--- src/hw/rtl/tcw_pkg.sv ---
// Shared types and constants for the text console writer.
`timescale 1ns / 1ps

package tcw_pkg;

    localparam int DEF_SCREEN_COLUMNS = 80;
    localparam int DEF_SCREEN_ROWS    = 25;

    localparam int CHAR_W = 8;
    localparam int ATTR_W = 8;
    localparam int CELL_W = CHAR_W + ATTR_W;
    localparam int OP_W   = 2;

    localparam logic [ATTR_W-1:0] ATTR_AT_RESET   = 8'd12;
    localparam logic [CHAR_W-1:0] BLANK_CHAR      = 8'h20;
    localparam logic [CHAR_W-1:0] LINE_FEED       = 8'd10;
    localparam logic [CHAR_W-1:0] CARRIAGE_RETURN = 8'd13;

    localparam logic [OP_W-1:0] OP_PUT   = 2'd0;
    localparam logic [OP_W-1:0] OP_CLEAR = 2'd1;
    localparam logic [OP_W-1:0] OP_READ  = 2'd2;

    // commands from the controller to the datapath
    typedef struct packed {
        logic accept;       // latch the input beat
        logic sweep_start;  // arm a clear sweep, home the cursor
        logic sweep_step;   // write one cleared cell
        logic put;          // write the character, move the cursor
        logic read;         // issue the cell read
        logic scroll_step;  // read one source cell, write the pending one
        logic scroll_flush; // write the last pending cell
        logic blank_step;   // blank one cell of the bottom row
        logic out_load;     // load the result register
    } t_cmd;

    // status from the datapath to the controller
    typedef struct packed {
        logic sweep_last;
        logic put_scroll;
        logic src_last;
        logic blank_last;
    } t_sts;

endpackage

--- src/hw/rtl/tcw_ctrl.sv ---
// Sequencing state machine of the text console writer.
`timescale 1ns / 1ps

module tcw_ctrl (
    input  logic                     i_clk,
    input  logic                     i_rst_n,
    input  logic                     i_in_valid,
    input  logic [tcw_pkg::OP_W-1:0] i_operation,
    input  logic                     i_out_stall,
    input  tcw_pkg::t_sts            i_sts,
    output tcw_pkg::t_cmd            o_cmd,
    output logic                     o_in_stall,
    output logic                     o_out_valid
);

    typedef enum logic [3:0] {
        S_INIT,
        S_IDLE,
        S_CLEAR,
        S_PUT,
        S_READ,
        S_SCROLL,
        S_FLUSH,
        S_BLANK,
        S_DONE
    } t_state;

    t_state r_state, n_state;
    logic   r_out_valid, n_out_valid;

    always_comb begin
        n_state     = r_state;
        n_out_valid = r_out_valid && i_out_stall;
        o_cmd       = '0;
        case (r_state)
            S_INIT: begin
                o_cmd.sweep_step = 1'b1;
                if (i_sts.sweep_last) begin
                    n_state = S_IDLE;
                end
            end
            S_IDLE: begin
                if (i_in_valid) begin
                    o_cmd.accept = 1'b1;
                    case (i_operation)
                        tcw_pkg::OP_PUT: begin
                            n_state = S_PUT;
                        end
                        tcw_pkg::OP_CLEAR: begin
                            o_cmd.sweep_start = 1'b1;
                            n_state = S_CLEAR;
                        end
                        tcw_pkg::OP_READ: begin
                            n_state = S_READ;
                        end
                        default: begin
                            n_state = S_DONE;
                        end
                    endcase
                end
            end
            S_CLEAR: begin
                o_cmd.sweep_step = 1'b1;
                if (i_sts.sweep_last) begin
                    n_state = S_DONE;
                end
            end
            S_PUT: begin
                o_cmd.put = 1'b1;
                n_state = i_sts.put_scroll ? S_SCROLL : S_DONE;
            end
            S_READ: begin
                o_cmd.read = 1'b1;
                n_state = S_DONE;
            end
            S_SCROLL: begin
                o_cmd.scroll_step = 1'b1;
                if (i_sts.src_last) begin
                    n_state = S_FLUSH;
                end
            end
            S_FLUSH: begin
                o_cmd.scroll_flush = 1'b1;
                n_state = S_BLANK;
            end
            S_BLANK: begin
                o_cmd.blank_step = 1'b1;
                if (i_sts.blank_last) begin
                    n_state = S_DONE;
                end
            end
            S_DONE: begin
                // hold until the result register is free
                if (!r_out_valid || !i_out_stall) begin
                    o_cmd.out_load = 1'b1;
                    n_out_valid    = 1'b1;
                    n_state        = S_IDLE;
                end
            end
            default: begin
                n_state = S_IDLE;
            end
        endcase
    end

    always_ff @(posedge i_clk) begin
        if (!i_rst_n) begin
            r_state     <= S_INIT;
            r_out_valid <= 1'b0;
        end else begin
            r_state     <= n_state;
            r_out_valid <= n_out_valid;
        end
    end

    assign o_in_stall  = (r_state != S_IDLE);
    assign o_out_valid = r_out_valid;

endmodule

--- config.mk ---
export PLATFORM = sky130hd
export DESIGN_NAME = tcw_ctrl
export DESIGN_NICKNAME = d
export VERILOG_FILES = /design/src/hw/rtl/tcw_pkg.sv /design/src/hw/rtl/tcw_ctrl.sv
export SDC_FILE = /design/constraint.sdc
export NUM_CORES = 1
export LEC_CHECK = 0
export BUFFER_PORTS_ARGS = -buffer_cell sky130_fd_sc_hd__buf_2
export CAP_MARGIN = 10
export CORE_AREA = 2 2 39 41
export DETAILED_ROUTE_END_ITERATION = 8
export DIE_AREA = 0 0 41 43
export SKIP_LAST_GASP = 1
export SLEW_MARGIN = 20
export SYNTH_ARGS = -nofsm -noshare
export SYNTH_HDL_FRONTEND = slang
export SYNTH_SLANG_ARGS = --single-unit
--- constraint.sdc ---
create_clock -name i_clk -period 2 [get_ports i_clk]
set_input_delay 0.4 -clock i_clk [delete_from_list [all_inputs] [get_ports i_clk]]
set_output_delay 0.4 -clock i_clk [all_outputs]
set_load 0.02 [all_outputs]
==> results.tsv <==
metric	value	unit
status	complete, no violations	
Post-Synthesis Cell Area	474	sq um
worst reg-to-reg path cell count	4	
overall power	0.364	mW
Finished Layout Cells	105	
routed via count	578	
Pre-antenna DRT Iters	4	
syn_area_per_cell	7.18	sq um
largest net degree at the start of global routing	16	
Die Area	1760	sq um
Mapped Nets	76	
Final period util	0.951	
top-level I/O count	21	
fin. max-slew vios	0	
Worst Path Class, Setup	reg -> out	
post-route antenna net violation count	0	
Logic pwr share	0.351	
HP Class	in -> reg	
Max IR drop VDD	0.000298	V
arrival time at the worst endpoint	1.50	ns
Setup violations, final	0	
row count	14	
worst-margin pin slew	0.421	ns
Via-to-Cell Ratio	5.50	
nets@finish	100	
max-capacitance violation count	0	
placed cell area	591	sq um
clk sinks	5	
clock latency on the worst-skew pair	0.24	ns
post-synthesis instance total	66	
Area Growth Syn to Fin	33.2	%
number of global-route vias before repair	463	
Die H	43	um
initial antenna violation count	0	
Post-Route WL	1.22	mm
htree depth	1	
share of cells above drive strength 1	0.382	
hold depth	3	
CP startpoint kind	flip-flop	
FFs w/ async S/R, synth	0	
Max-slew headroom	0.719	
Post-synth EDFFs	0	
setup TNS	0	ns
Internal	0.240	mW
Max Freq	526	MHz
placer congestion estimate	0.919	
Seq/Total Area, Yosys	0.211	
Design Area, Final	632	sq um
DIE WIDTH	41	um
Critical Path RT	1.60	ns
Leak	0.296	nW
YS warnings	0	
Net Sw Frac	0.340	
Netlist cell types	31	
GR Overflow Total	0	
fin crit period	1.90	ns
crit-path max FO	12	
sequential share of power	0.335	
1st-iter DRT viols	6	
Sw Pwr	0.124	mW
port bufs	20	
DP Cell Count	100	
Worst-path clk slew	0.04	ns
clock power share	0.314	
CTS Buffer Depth	2	
Final Hold Viols	0	
dpl hpwl	945	um
first-pass GRT wire length	1.88	mm
initial core utilization	0.343	
Synth Register Bits	5	
drt wl/cell	11.6	um
Setup Skew	0.0000368	ns
RSZ-0062 raised after global routing	false	
drt drc	0	
fill count	150	
total CTS buffers	3	
Pwr Density	576	nW/um^2
CTS root buf	clkbuf_4	
Total GRT Usage	0.158	
Worst setup EP type	output port	
CTS tree	built	
ant diodes	0	
Core Region	1380	sq um
Synth Flop Type	dfxtp_1	
stage by stage:
stage | utilization | worst slack, ns | hold WS, ns
final | 0.457 | 0.0972 | 0.455
after global placement | 0.427 | 0.272 | 0.582
after global routing | 0.457 | 0.0262 | 0.460
after CTS | 0.447 | 0.0190 | 0.451
after detailed placement | 0.427 | 0.239 | 0.579
after floorplan | - | 0.367 | 0.546
cells by family (layout without fill, tap and decap cells):
logic type             count (synthesis)  after routing  synth area share
and+or+nand+nor                       31             31             0.377
AOI/OAI and AO/OA                     18             18             0.296
buffers and inverters                 11             34            0.0950
DFF                                    5              5             0.211
muxes                                  1              1            0.0211
power by group through the flow:
stage	Clock [mW]	Combinational [mW]	Sequential [mW]
final	0.114	0.128	0.122
after CTS	0.121	0.122	0.121
after detailed placement	0	0.121	0.122
after floorplan	0	0.0928	0.115
after global placement	0	0.121	0.122
after global routing	0.126	0.141	0.124
timing repair:
| action | in CTS | in global routing |
|---|---|---|
| endpoints found under the setup margin | 1 | 2 |
| hold buffers | 0 | 0 |
| resized for setup | 1 | 3 |
| setup buffers | 0 | 1 |
| pin swaps | 0 | 1 |
worst max-delay path, stage by stage, from the launching register on:
cell	delay [ns]
dfxtp_2	0.37
or4b_4	0.59
a21oi_1	0.13
buf_2	0.17
worst paths after layout:
path,start,end,slack [ns]
worst max-delay path,r_state[2]$_SDFFE_PN0P_,o_cmd[0],0.1
worst min-delay path,i_rst_n,r_state[1]$_SDFFE_PN0P_,0.46
worst max register to register,r_state[2]$_SDFFE_PN0P_,r_state[3]$_SDFFE_PN0P_,0.35
worst min register to register,r_state[0]$_SDFFE_PN0P_,r_state[0]$_SDFFE_PN0P_,0.55
cells in the mapped netlist, types with 2 or more instances:
cell type / n / share of area
nand2_1: 3 / 0.024
buf_2: 3 / 0.032
nor3_1: 5 / 0.053
o21ai_0: 2 / 0.021
nand2b_1: 3 / 0.040
inv_1: 7 / 0.055
nor2_1: 8 / 0.063
and3_1: 2 / 0.026
dfxtp_1: 5 / 0.21
a2111oi_2: 2 / 0.063
nor3b_1: 2 / 0.032
a21oi_1: 5 / 0.053
per-layer routing:
layer  track usage  share of wire  vias to the layer above
met2         0.209           0.47                       19
met4         0.133          0.028                        0
met1         0.213           0.45                      270
met3        0.0209          0.054                        6
met5             0              0                        -
li1              -              -                      283
layout by cell type (no fill, tap or decap), types with 3 or more instances in the layout:
| cell type | instances |
|---|---|
| a21oi_1 | 5 |
| buf_2 | 20 |
| nand2_1 | 3 |
| nor2_1 | 7 |
| nand2b_1 | 3 |
| buf_4 | 3 |
| inv_1 | 7 |
| clkbuf_4 | 3 |
| dfxtp_1 | 3 |
| nor3_1 | 5 |
area by class of cell:
class | instances | area, sq um | share of cell area
multi-input cells | 50 | 332 | 0.525
repair buffers | 23 | 123 | 0.194
flip-flops and latches | 5 | 105 | 0.166
clock buffers | 4 | 26.3 | 0.0416
inverters | 7 | 26.3 | 0.0416
well taps | 16 | 20.0 | 0.0317
state kept, by name (all words and copies together), names as in the netlist:
signal	count
r_state	4
o_out_valid	1
(Power assumes the default switching activity.)
